--- config.mk ---
export PLATFORM = sky130hd
export DESIGN_NAME = static_linked_list_engine_unit
export DESIGN_NICKNAME = d
export VERILOG_FILES = /design/src/design/sll_pkg.sv /design/src/design/sll_ctrl.sv /design/src/design/sll_datapath.sv /design/src/design/static_linked_list_engine_unit.sv
export SDC_FILE = /design/constraint.sdc
export NUM_CORES = 2
export LEC_CHECK = 0
export ABC_AREA = 1
export ABC_CLOCK_PERIOD_IN_PS = 9500
export BUFFER_PORTS_ARGS = -buffer_cell sky130_fd_sc_hd__buf_2
export CAP_MARGIN = 30
export CORE_MARGIN = 3
export CORE_UTILIZATION = 55
export DETAILED_ROUTE_END_ITERATION = 10
export GPL_ROUTABILITY_DRIVEN = 0
export PLACE_DENSITY_LB_ADDON = 0.05
export SLEW_MARGIN = 20
export SYNTH_ARGS = -nofsm -noshare
export SYNTH_HDL_FRONTEND = slang
export SYNTH_HIERARCHICAL = 1
export SYNTH_SLANG_ARGS = --single-unit
--- constraint.sdc ---
create_clock -name clk -period 9.5 [get_ports clk]
set_input_delay 1.9 -clock clk [delete_from_list [all_inputs] [get_ports clk]]
set_output_delay 1.9 -clock clk [all_outputs]
set_load 0.02 [all_outputs]
--- src/design/sll_pkg.sv ---
package sll_pkg;

	localparam int CAPACITY    = 64;
	localparam int VALUE_WIDTH = 32;
	localparam int ADDR_W      = $clog2(CAPACITY);
	localparam int PTR_W       = $clog2(CAPACITY + 1);

	localparam logic [2:0] OP_INSERT = 3'd0;
	localparam logic [2:0] OP_ERASE  = 3'd1;
	localparam logic [2:0] OP_SORT   = 3'd2;
	localparam logic [2:0] OP_CLEAR  = 3'd3;
	localparam logic [2:0] OP_DUMP   = 3'd4;

	localparam logic [1:0] ST_DONE  = 2'd0;
	localparam logic [1:0] ST_RANGE = 2'd1;
	localparam logic [1:0] ST_FULL  = 2'd2;

	typedef struct packed {
		logic [2:0]         operation;
		logic [6:0]         position;
		logic signed [31:0] value_in;
	} in_item_t;

	typedef struct packed {
		logic [1:0]         status;
		logic [6:0]         count;
		logic signed [31:0] value_out;
		logic               value_valid;
		logic               last;
	} out_item_t;

	typedef enum logic [4:0] {
		S_IDLE, S_DECODE, S_INS_FREE_RD, S_INS_TAKE, S_INS_HEAD, S_INS_LINK1, S_INS_LINK2,
		S_WALK_INIT, S_WALK_RD, S_WALK_ADV, S_ERS_HEAD_RD, S_ERS_HEAD, S_ERS_FREE, S_ERS_N,
		S_ERS_NN_RD, S_ERS_NN, S_CLEAR, S_DMP_INIT, S_DMP_RD, S_DMP_EMIT, S_SRT_INIT,
		S_SRT_START, S_SRT_LOAD, S_SRT_RD, S_SRT_CMP, S_SRT_END, S_RESP
	} state_t;

	typedef enum logic [4:0] {
		CMD_NOP, CMD_LATCH, CMD_EVAL, CMD_RD_FREE, CMD_TAKE_FREE, CMD_INS_HEAD,
		CMD_INS_LINK1, CMD_INS_LINK2, CMD_WALK_INIT, CMD_WALK_RD, CMD_WALK_ADV,
		CMD_RD_HEAD, CMD_ERS_HEAD, CMD_ERS_FREE, CMD_ERS_N, CMD_RD_FNODE, CMD_ERS_NN,
		CMD_CLEAR, CMD_DMP_INIT, CMD_DMP_RD, CMD_DMP_EMIT, CMD_SRT_INIT, CMD_SRT_START,
		CMD_SRT_LOAD, CMD_SRT_RD, CMD_SRT_CMP, CMD_SRT_END, CMD_RESP
	} cmd_t;

	typedef struct packed {
		logic [2:0] op;
		logic       reject;
		logic       pos_zero;
		logic       cnt_lt2;
		logic       cnt_zero;
		logic       k_zero;
		logic       k_one;
		logic       k_last;
		logic       pass_one;
	} dp_stat_t;

endpackage

--- src/design/sll_ctrl.sv ---
module sll_ctrl (
	input  logic              clk,
	input  logic              arst_n,
	input  logic              start,
	input  sll_pkg::dp_stat_t stat,
	output sll_pkg::cmd_t     cmd,
	output logic              busy,
	output logic              strobe
);
	import sll_pkg::*;

	state_t state_q, state_d;

	always_ff @(posedge clk or negedge arst_n) begin
		if (!arst_n) begin
			state_q <= S_IDLE;
		end else begin
			state_q <= state_d;
		end
	end

	always_comb begin
		state_d = state_q;
		unique case (state_q)
			S_IDLE: begin
				if (start) state_d = S_DECODE;
			end
			S_DECODE: begin
				priority if (stat.reject) state_d = S_RESP;
				else if (stat.op == OP_INSERT) state_d = S_INS_FREE_RD;
				else if (stat.op == OP_ERASE) state_d = stat.pos_zero ? S_ERS_HEAD_RD : S_WALK_INIT;
				else if (stat.op == OP_SORT) state_d = stat.cnt_lt2 ? S_RESP : S_SRT_INIT;
				else if (stat.op == OP_CLEAR) state_d = S_CLEAR;
				else if (stat.op == OP_DUMP) state_d = stat.cnt_zero ? S_RESP : S_DMP_INIT;
				else state_d = S_RESP;
			end
			S_INS_FREE_RD: state_d = S_INS_TAKE;
			S_INS_TAKE:    state_d = stat.pos_zero ? S_INS_HEAD : S_WALK_INIT;
			S_INS_HEAD:    state_d = S_RESP;
			S_INS_LINK1:   state_d = S_INS_LINK2;
			S_INS_LINK2:   state_d = S_RESP;
			S_WALK_INIT:   state_d = S_WALK_RD;
			S_WALK_RD:     state_d = S_WALK_ADV;
			S_WALK_ADV: begin
				if (!stat.k_zero) state_d = S_WALK_RD;
				else if (stat.op == OP_INSERT) state_d = S_INS_LINK1;
				else state_d = S_ERS_N;
			end
			S_ERS_HEAD_RD: state_d = S_ERS_HEAD;
			S_ERS_HEAD:    state_d = S_ERS_FREE;
			S_ERS_FREE:    state_d = S_RESP;
			S_ERS_N:       state_d = S_ERS_NN_RD;
			S_ERS_NN_RD:   state_d = S_ERS_NN;
			S_ERS_NN:      state_d = S_ERS_FREE;
			S_CLEAR:       state_d = S_RESP;
			S_DMP_INIT:    state_d = S_DMP_RD;
			S_DMP_RD:      state_d = S_DMP_EMIT;
			S_DMP_EMIT:    state_d = stat.k_last ? S_IDLE : S_DMP_RD;
			S_SRT_INIT:    state_d = S_SRT_START;
			S_SRT_START:   state_d = S_SRT_LOAD;
			S_SRT_LOAD:    state_d = S_SRT_RD;
			S_SRT_RD:      state_d = S_SRT_CMP;
			S_SRT_CMP:     state_d = stat.k_one ? S_SRT_END : S_SRT_RD;
			S_SRT_END:     state_d = stat.pass_one ? S_RESP : S_SRT_START;
			S_RESP:        state_d = S_IDLE;
			default:       state_d = S_IDLE;
		endcase
	end

	always_comb begin
		cmd    = CMD_NOP;
		busy   = 1'b1;
		strobe = 1'b0;
		unique case (state_q)
			S_IDLE: begin
				busy = 1'b0;
				if (start) cmd = CMD_LATCH;
			end
			S_DECODE:      cmd = CMD_EVAL;
			S_INS_FREE_RD: cmd = CMD_RD_FREE;
			S_INS_TAKE:    cmd = CMD_TAKE_FREE;
			S_INS_HEAD:    cmd = CMD_INS_HEAD;
			S_INS_LINK1:   cmd = CMD_INS_LINK1;
			S_INS_LINK2:   cmd = CMD_INS_LINK2;
			S_WALK_INIT:   cmd = CMD_WALK_INIT;
			S_WALK_RD:     cmd = CMD_WALK_RD;
			S_WALK_ADV:    cmd = stat.k_zero ? CMD_NOP : CMD_WALK_ADV;
			S_ERS_HEAD_RD: cmd = CMD_RD_HEAD;
			S_ERS_HEAD:    cmd = CMD_ERS_HEAD;
			S_ERS_FREE:    cmd = CMD_ERS_FREE;
			S_ERS_N:       cmd = CMD_ERS_N;
			S_ERS_NN_RD:   cmd = CMD_RD_FNODE;
			S_ERS_NN:      cmd = CMD_ERS_NN;
			S_CLEAR:       cmd = CMD_CLEAR;
			S_DMP_INIT:    cmd = CMD_DMP_INIT;
			S_DMP_RD:      cmd = CMD_DMP_RD;
			S_DMP_EMIT: begin
				cmd    = CMD_DMP_EMIT;
				strobe = 1'b1;
			end
			S_SRT_INIT:    cmd = CMD_SRT_INIT;
			S_SRT_START:   cmd = CMD_SRT_START;
			S_SRT_LOAD:    cmd = CMD_SRT_LOAD;
			S_SRT_RD:      cmd = CMD_SRT_RD;
			S_SRT_CMP:     cmd = CMD_SRT_CMP;
			S_SRT_END:     cmd = CMD_SRT_END;
			S_RESP: begin
				cmd    = CMD_RESP;
				strobe = 1'b1;
			end
			default:       cmd = CMD_NOP;
		endcase
	end

endmodule

--- src/design/sll_datapath.sv ---
module sll_datapath (
	input  logic               clk,
	input  logic               arst_n,
	input  sll_pkg::cmd_t      cmd,
	input  sll_pkg::in_item_t  item,
	output sll_pkg::dp_stat_t  stat,
	output sll_pkg::out_item_t result
);
	import sll_pkg::*;

	localparam logic [PTR_W-1:0] NULL_PTR = PTR_W'(CAPACITY);

	// Node stores. Link entries never written since the last clear read as i+1.
	logic [VALUE_WIDTH-1:0] val_mem [CAPACITY];
	logic [PTR_W-1:0]       lnk_mem [CAPACITY];
	logic [CAPACITY-1:0]    lnk_vld_q;

	logic [PTR_W-1:0]       head_q, free_q, count_q;
	logic [PTR_W-1:0]       cur_q, nxt_q, fnode_q, k_q, pass_q;
	logic [2:0]             op_q;
	logic [6:0]             pos_q;
	logic [VALUE_WIDTH-1:0] val_q, a_q;
	logic [1:0]             st_q;

	logic [VALUE_WIDTH-1:0] vrd_q;
	logic [PTR_W-1:0]       lrd_data_q;
	logic [ADDR_W-1:0]      lrd_addr_q;
	logic                   lrd_vld_q;
	logic [PTR_W-1:0]       lrd;

	logic                   lre, vre, lwe, vwe;
	logic [PTR_W-1:0]       lra, vra, lwa, vwa, lwd;
	logic [VALUE_WIDTH-1:0] vwd;
	logic signed [63:0]     in_ext;
	logic                   a_gt;
	logic [1:0]             st_eval;
	logic [7:0]             pos_w, cnt_w;

	assign lrd    = lrd_vld_q ? lrd_data_q : PTR_W'({1'b0, lrd_addr_q} + 1'b1);
	assign in_ext = 64'(item.value_in);
	assign a_gt   = $signed(a_q) > $signed(vrd_q);
	assign pos_w  = 8'(pos_q);
	assign cnt_w  = 8'(count_q);

	always_comb begin
		st_eval = ST_DONE;
		if (op_q == OP_INSERT) begin
			if (pos_w > cnt_w) st_eval = ST_RANGE;
			else if (cnt_w >= 8'(CAPACITY) || free_q >= NULL_PTR) st_eval = ST_FULL;
		end else if (op_q == OP_ERASE) begin
			if (pos_w >= cnt_w) st_eval = ST_RANGE;
		end
	end

	assign stat.op       = op_q;
	assign stat.reject   = (st_eval != ST_DONE);
	assign stat.pos_zero = (pos_q == 7'd0);
	assign stat.cnt_lt2  = (count_q < PTR_W'(2));
	assign stat.cnt_zero = (count_q == '0);
	assign stat.k_zero   = (k_q == '0);
	assign stat.k_one    = (k_q == PTR_W'(1));
	assign stat.k_last   = (k_q == count_q - PTR_W'(1));
	assign stat.pass_one = (pass_q == PTR_W'(1));

	always_comb begin
		lre = 1'b0; vre = 1'b0; lwe = 1'b0; vwe = 1'b0;
		lra = cur_q; vra = cur_q; lwa = cur_q; vwa = cur_q;
		lwd = lrd; vwd = val_q;
		unique case (cmd)
			CMD_RD_FREE:  begin lre = 1'b1; lra = free_q; end
			CMD_WALK_RD:  begin lre = 1'b1; lra = cur_q; end
			CMD_RD_HEAD:  begin lre = 1'b1; lra = head_q; end
			CMD_RD_FNODE: begin lre = 1'b1; lra = fnode_q; end
			CMD_DMP_RD:   begin lre = 1'b1; vre = 1'b1; lra = cur_q; vra = cur_q; end
			CMD_SRT_START: begin lre = 1'b1; vre = 1'b1; lra = head_q; vra = head_q; end
			CMD_SRT_RD:   begin lre = 1'b1; vre = 1'b1; lra = nxt_q; vra = nxt_q; end
			CMD_TAKE_FREE: begin vwe = 1'b1; vwa = free_q; vwd = val_q; end
			CMD_INS_HEAD: begin lwe = 1'b1; lwa = fnode_q; lwd = head_q; end
			CMD_INS_LINK1: begin lwe = 1'b1; lwa = fnode_q; lwd = lrd; end
			CMD_INS_LINK2: begin lwe = 1'b1; lwa = cur_q; lwd = fnode_q; end
			CMD_ERS_FREE: begin lwe = 1'b1; lwa = fnode_q; lwd = free_q; end
			CMD_ERS_NN:   begin lwe = 1'b1; lwa = cur_q; lwd = lrd; end
			CMD_SRT_CMP:  begin vwe = 1'b1; vwa = cur_q; vwd = a_gt ? vrd_q : a_q; end
			CMD_SRT_END:  begin vwe = 1'b1; vwa = cur_q; vwd = a_q; end
			default: ;
		endcase
	end

	always_ff @(posedge clk) begin
		if (vwe) val_mem[vwa[ADDR_W-1:0]] <= vwd;
		if (vre) vrd_q <= val_mem[vra[ADDR_W-1:0]];
		if (lwe) lnk_mem[lwa[ADDR_W-1:0]] <= lwd;
		if (lre) begin
			lrd_data_q <= lnk_mem[lra[ADDR_W-1:0]];
			lrd_addr_q <= lra[ADDR_W-1:0];
		end
	end

	always_ff @(posedge clk or negedge arst_n) begin
		if (!arst_n) begin
			lnk_vld_q <= '0;
			lrd_vld_q <= 1'b0;
			head_q    <= NULL_PTR;
			free_q    <= '0;
			count_q   <= '0;
		end else begin
			if (lre) lrd_vld_q <= lnk_vld_q[lra[ADDR_W-1:0]];
			if (cmd == CMD_CLEAR) lnk_vld_q <= '0;
			else if (lwe) lnk_vld_q[lwa[ADDR_W-1:0]] <= 1'b1;
			unique case (cmd)
				CMD_TAKE_FREE: free_q <= lrd;
				CMD_INS_HEAD: begin
					head_q  <= fnode_q;
					count_q <= count_q + PTR_W'(1);
				end
				CMD_INS_LINK2: count_q <= count_q + PTR_W'(1);
				CMD_ERS_HEAD: head_q <= lrd;
				CMD_ERS_FREE: begin
					free_q  <= fnode_q;
					count_q <= count_q - PTR_W'(1);
				end
				CMD_CLEAR: begin
					head_q  <= NULL_PTR;
					free_q  <= '0;
					count_q <= '0;
				end
				default: ;
			endcase
		end
	end

	always_ff @(posedge clk) begin
		unique case (cmd)
			CMD_LATCH: begin
				op_q  <= item.operation;
				pos_q <= item.position;
				val_q <= in_ext[VALUE_WIDTH-1:0];
				st_q  <= ST_DONE;
			end
			CMD_EVAL:      st_q <= st_eval;
			CMD_TAKE_FREE: fnode_q <= free_q;
			CMD_WALK_INIT: begin
				cur_q <= head_q;
				k_q   <= PTR_W'(pos_q) - PTR_W'(1);
			end
			CMD_WALK_ADV: begin
				cur_q <= lrd;
				k_q   <= k_q - PTR_W'(1);
			end
			CMD_ERS_HEAD:  fnode_q <= head_q;
			CMD_ERS_N:     fnode_q <= lrd;
			CMD_DMP_INIT: begin
				cur_q <= head_q;
				k_q   <= '0;
			end
			CMD_DMP_EMIT: begin
				cur_q <= lrd;
				k_q   <= k_q + PTR_W'(1);
			end
			CMD_SRT_INIT:  pass_q <= count_q - PTR_W'(1);
			CMD_SRT_START: begin
				cur_q <= head_q;
				k_q   <= count_q - PTR_W'(1);
			end
			CMD_SRT_LOAD: begin
				a_q   <= vrd_q;
				nxt_q <= lrd;
			end
			CMD_SRT_CMP: begin
				a_q   <= a_gt ? a_q : vrd_q;
				cur_q <= nxt_q;
				nxt_q <= lrd;
				k_q   <= k_q - PTR_W'(1);
			end
			CMD_SRT_END:   pass_q <= pass_q - PTR_W'(1);
			default: ;
		endcase
	end

	always_comb begin
		result.count = 7'(count_q);
		if (cmd == CMD_DMP_EMIT) begin
			result.status      = ST_DONE;
			result.value_out   = 32'(vrd_q);
			result.value_valid = 1'b1;
			result.last        = stat.k_last;
		end else begin
			result.status      = st_q;
			result.value_out   = '0;
			result.value_valid = 1'b0;
			result.last        = 1'b1;
		end
	end

endmodule

--- src/design/static_linked_list_engine_unit.sv ---
// Channel   Direction  Handshake             Beat payload
// -------   ---------  --------------------  ---------------------------------------
// item      in         start && !busy        operation, position, value_in
// result    out        done (one cycle)      status, count, value_out, value_valid, last
//
// One operation is in flight at a time. Busy rises the cycle after the accepted beat
// and falls the cycle after its final result beat. Insert and erase at position p
// walk the list from the head to the node before position p; at position 0 they
// need no walk. Dump gives one result beat per element. Sort is a bubble sort over
// the list in count - 1 passes. Every walk step is a registered read of the link
// store followed by a pointer update. Reset is asynchronous and active low; it
// empties the list at once (the link store is tracked by valid bits, so no
// clearing pass is needed). The receiver cannot stall: each result beat is on
// the result port for exactly one cycle with done high.
module static_linked_list_engine_unit (
	input  logic               clk,
	input  logic               arst_n,
	input  logic               start,
	output logic               busy,
	input  sll_pkg::in_item_t  item,
	output logic               done,
	output sll_pkg::out_item_t result
);
	import sll_pkg::*;

	// The controller sequences each operation as a series of datapath commands.
	cmd_t     cmd;
	dp_stat_t stat;

	sll_ctrl u_ctrl (
		.clk    (clk),
		.arst_n (arst_n),
		.start  (start),
		.stat   (stat),
		.cmd    (cmd),
		.busy   (busy),
		.strobe (done)
	);

	// The datapath holds the node stores, the list and free-chain heads and the
	// walk pointers, and forms each result beat.
	sll_datapath u_dp (
		.clk    (clk),
		.arst_n (arst_n),
		.cmd    (cmd),
		.item   (item),
		.stat   (stat),
		.result (result)
	);

endmodule

==> out/results.env <==
CRIT_ARRIVAL_PS=7770
GRT_PASS1_VIAS=72600
WORSTPATHREQUIRED_PS=10290
CELL_BREAKDOWN_OF_THE_CRITICAL_PATH='inv_1, nor3_1, nor2_1, nand3_1, nand3_2, nand2_2, inv_2, nand2_2, nand3_4, inv_16, buf_12, nand2_1, nand3_1, nand3_1, nand2_1, nand2_1, nand3_1, nand3_1, nand2_1'
CRIT_TYPE='register to register'
SLEW_HEADROOM=0.202
GRT_PASS1_WL_UM=491000
ROUTED_VIA_DENSITY=6.02
POST_CTS.RESIZED_INSTANCES=0
FP.DIEAREA_UM2=214000
CTS.HOLD.BUFFERS_ADDED=0
TIMING.CRITICAL_PATH.MODE_CELL='sky130_fd_sc_hd__nand3_1'
NUMBER_OF_UNIQUE_STANDARD_CELL_TYPES_USED_BY_SYNTHESIS=51
YS_SEQ_ELEMENTS=2741
CLK_TRANSITION_REPORTED_PATHS_PS=60
CP-END-KIND='register'
SYNTH_SEQUENTIAL_AREA_RATIO=0.713
CLOCK_PATH_BUFFERS=4
DRT_FIRST_ITER_VIOLATIONS=10100
SETUP_VIOL_COUNT_FINAL=0
FF_LATCH_AREA_UM2=81900
CLOCK-SKEW-FINAL_PS=70.9
FIN_SETUP_TNS_PS=0
YOSYS.AREA.TOP_TYPE='sky130_fd_sc_hd__edfxtp_1'
FINAL-HOLD-VIOLATION-COUNT=0
WORSTPATHMAXFANOUT=170
CLOCK_TREE.ROOT_CELL='sky130_fd_sc_hd__clkbuf_16'
CRIT_PATH_MAX_INCR_DELAY_PS=790
WORST_PATH_MAX_DELAY_CELL='sky130_fd_sc_hd__inv_16'
QUANTITY_OF_I_O_BUFFERS_INSERTED_ON_PORTS=89
GLOBALROUTEOVERFLOWTOTAL=0
DRT_WL_TOTAL_UM=335000
GRTUSAGETOTAL=0.307
CLK_LATENCY_PS=940
CTS_BUFFER_COUNT=300
VIAS=77900
DETAIL_ROUTE.FIRST_PASS.ITERATIONS=6
DIE_H_UM=463
CLKSINKCOUNT=2741
STATUS='complete, no violations'
WIRE_PER_INST_UM=25.9
SYNTH.AVG_CELL_AREA_UM2=11.6
MULTI_INPUT_COMB_AREA_UM2=29600
POSTSYNTHCELLCOUNT=9923
SYNTHESIS.YOSYS.WARNINGS=6
ROUTE.ANTENNA.REMAINING_NETS=0
DRIVE_GT1_FRAC=0.0875
MIN_PATH_TYPE='register to register'
CORE.ROWCOUNT=167
IO_PINS=90
SYN-NUM-NETS=10000
PLACE.DETAILED.HPWL_UM=191000
DIE_WIDTH_UM=463
PERIOD_MINUS_SLACK_PS=6980
FILLERINSTANCES=16300
CORE_AREA_UM2=207000
GRT_MAX_DEGREE=215
INITIAL_CORE_UTILIZATION=0.554
GRT_ANTENNA_BEFORE_REPAIR=10
TRITONCTS='built'
HIGHEST_ACHIEVABLE_CLOCK_RATE_GHz=0.143
MAXSLEWVIOLCOUNT=0
FLOW.AREA_GROWTH_FROM_SYNTHESIS_PCT=12.3
NETS=10000
WORST_SLEW_PIN_SLEW_PS=1200
CAP_VIOL_MAX_COUNT=0
CRITPATHLAUNCHTYPE='register'
MIN_PERIOD_OVER_PERIOD=0.735
DRT_DRC_VIOLATIONS_LEFT=0
CTS_SETUP_BUFFERS=0
UNREPAIRED_SETUP_ENDPOINTS_AFTER_GLOBAL_ROUTING='no'
SYNTH_AREA_UM2=115000
HTREE_NUM_LEVELS=5
SYNTH.TOP_CELL.AREA_SHARE=0.693
SYNTHTOPCELLSBYAREA='sky130_fd_sc_hd__edfxtp_1 69%, sky130_fd_sc_hd__nand2_1 8.9%, sky130_fd_sc_hd__nand3_1 7.6%'
## worst paths after layout
path	cells after the start	from	slack, ps	end
setup / recovery	19	u_ctrl/state_q[4]$_DFFE_PN0P_	2520	u_dp/vrd_q[3]$_DFFE_PP_
hold / removal	2	u_dp/lnk_vld_q[27]$_DFFE_PN0P_	490	u_dp/lnk_vld_q[27]$_DFFE_PN0P_
setup reg to reg	19	u_ctrl/state_q[4]$_DFFE_PN0P_	2520	u_dp/vrd_q[3]$_DFFE_PP_
hold reg to reg	2	u_dp/lnk_vld_q[27]$_DFFE_PN0P_	490	u_dp/lnk_vld_q[27]$_DFFE_PN0P_
max in group asynchronous	2	arst_n	7210	u_dp/lnk_vld_q[29]$_DFFE_PN0P_
min in group asynchronous	1	arst_n	960	u_ctrl/state_q[1]$_DFFE_PN0P_
## registers in the layout, indices dropped and copies added (netlist names), 7 cells and up
signal and flops:
u_dp/a_q 32, u_dp/lnk_vld_q 64, u_dp/val_q 32, u_dp/pos_q 7
u_dp/fnode_q 7, u_dp/lrd_data_q 7, u_dp/head_q 7, u_dp/val_mem 2048
u_dp/count_q 7, u_dp/vrd_q 32, u_dp/k_q 7, u_dp/pass_q 7
u_dp/lnk_mem 448, u_dp/free_q 7
## cells in the mapped netlist (all sizes together)
cell	number
nand2	2714
edfxtp	2650
nand3	1754
nor2	647
inv	410
buf	383
o211ai	346
o21ai	330
clkbuf	207
dfrtp	90
or2	80
o22ai	54
ha	51
a21oi	42
o21bai	32
nor3	26
nand4	18
nand3b	17
o221ai	14
xor2	11
nor4	10
clkinv	8
a22oi	7
xnor2	6
a31oi	4
o2111ai	4
a21o	2
a211oi	1
and2	1
and3	1
dfstp	1
o21a	1
o32ai	1
## cell type report
class,count,share of cell area
Multi-Input combinational cell,6174,0.230
Clock inverter,116,0.00669
Inverter,418,0.0125
Clock buffer,402,0.0632
Antenna cell,6,0.000116
Sequential cell,2741,0.635
Timing Repair Buffer,295,0.0262
Tap cell,2788,0.0270
## per-stage QoR
step            util  cells  area, um2  setup WS [ps]  hold slack (ps)
6_report       0.622  12900     129000           2520              487
3_5_place_dp   0.578  12400     120000           2090              479
2_1_floorplan      -   9923     115000           2350              451
5_1_grt        0.622  12900     129000           2230              511
4_1_cts        0.621  12900     129000           2260              492
3_3_place_gp   0.571  12300     118000           2240              469
## worst max-delay path: cells and delay by family (launching register included)
family | cells | cell delay (ps)
simple gates | 15 | 4110
buf+inv | 4 | 1720
flops | 1 | 670
## cells in the final DEF, fill, tap and decap left out, drive strengths merged, types with 6 or more instances in the layout
| master | Yosys | final |
|---|---|---|
| dfrtp | 90 | 90 |
| o211ai | 346 | 346 |
| nor4 | 10 | 10 |
| xor2 | 11 | 11 |
| diode | 0 | 6 |
| bufinv | 0 | 13 |
| a22oi | 7 | 7 |
| o221ai | 14 | 14 |
| nand4 | 18 | 18 |
| clkinv | 8 | 107 |
| nand3b | 17 | 17 |
| o21ai | 330 | 330 |
| o21bai | 32 | 32 |
| nand2 | 2714 | 2714 |
| a21oi | 42 | 42 |
| nor3 | 26 | 26 |
| clkbuf | 207 | 404 |
| nor2 | 647 | 647 |
| o22ai | 54 | 54 |
| buf | 383 | 293 |
| or2 | 80 | 80 |
| ha | 51 | 51 |
| edfxtp | 2650 | 2650 |
| inv | 410 | 413 |
| xnor2 | 6 | 6 |
| nand3 | 1754 | 1754 |
## cells by family after synthesis
group	Yosys count	share of synthesized area
AOI/OAI and AO/OA	838	0.0466
and+or+nand+nor	5268	0.196
xor gates and xnor gates	17	0.00130
DFF	2741	0.713
adders and majority gates	51	0.00556
buffers and inverters	1008	0.0380
## layer usage
layer,track usage,part of all wire,vias up
met5,0,0.000051,-
met4,0.130,0.045,2
met3,0.0518,0.092,650
met2,0.471,0.46,3780
met1,0.438,0.40,38400
li1,-,-,35100
Power is not shown: default switching activity piles up to over one toggle a cycle in this logic, so the estimate is an artifact.
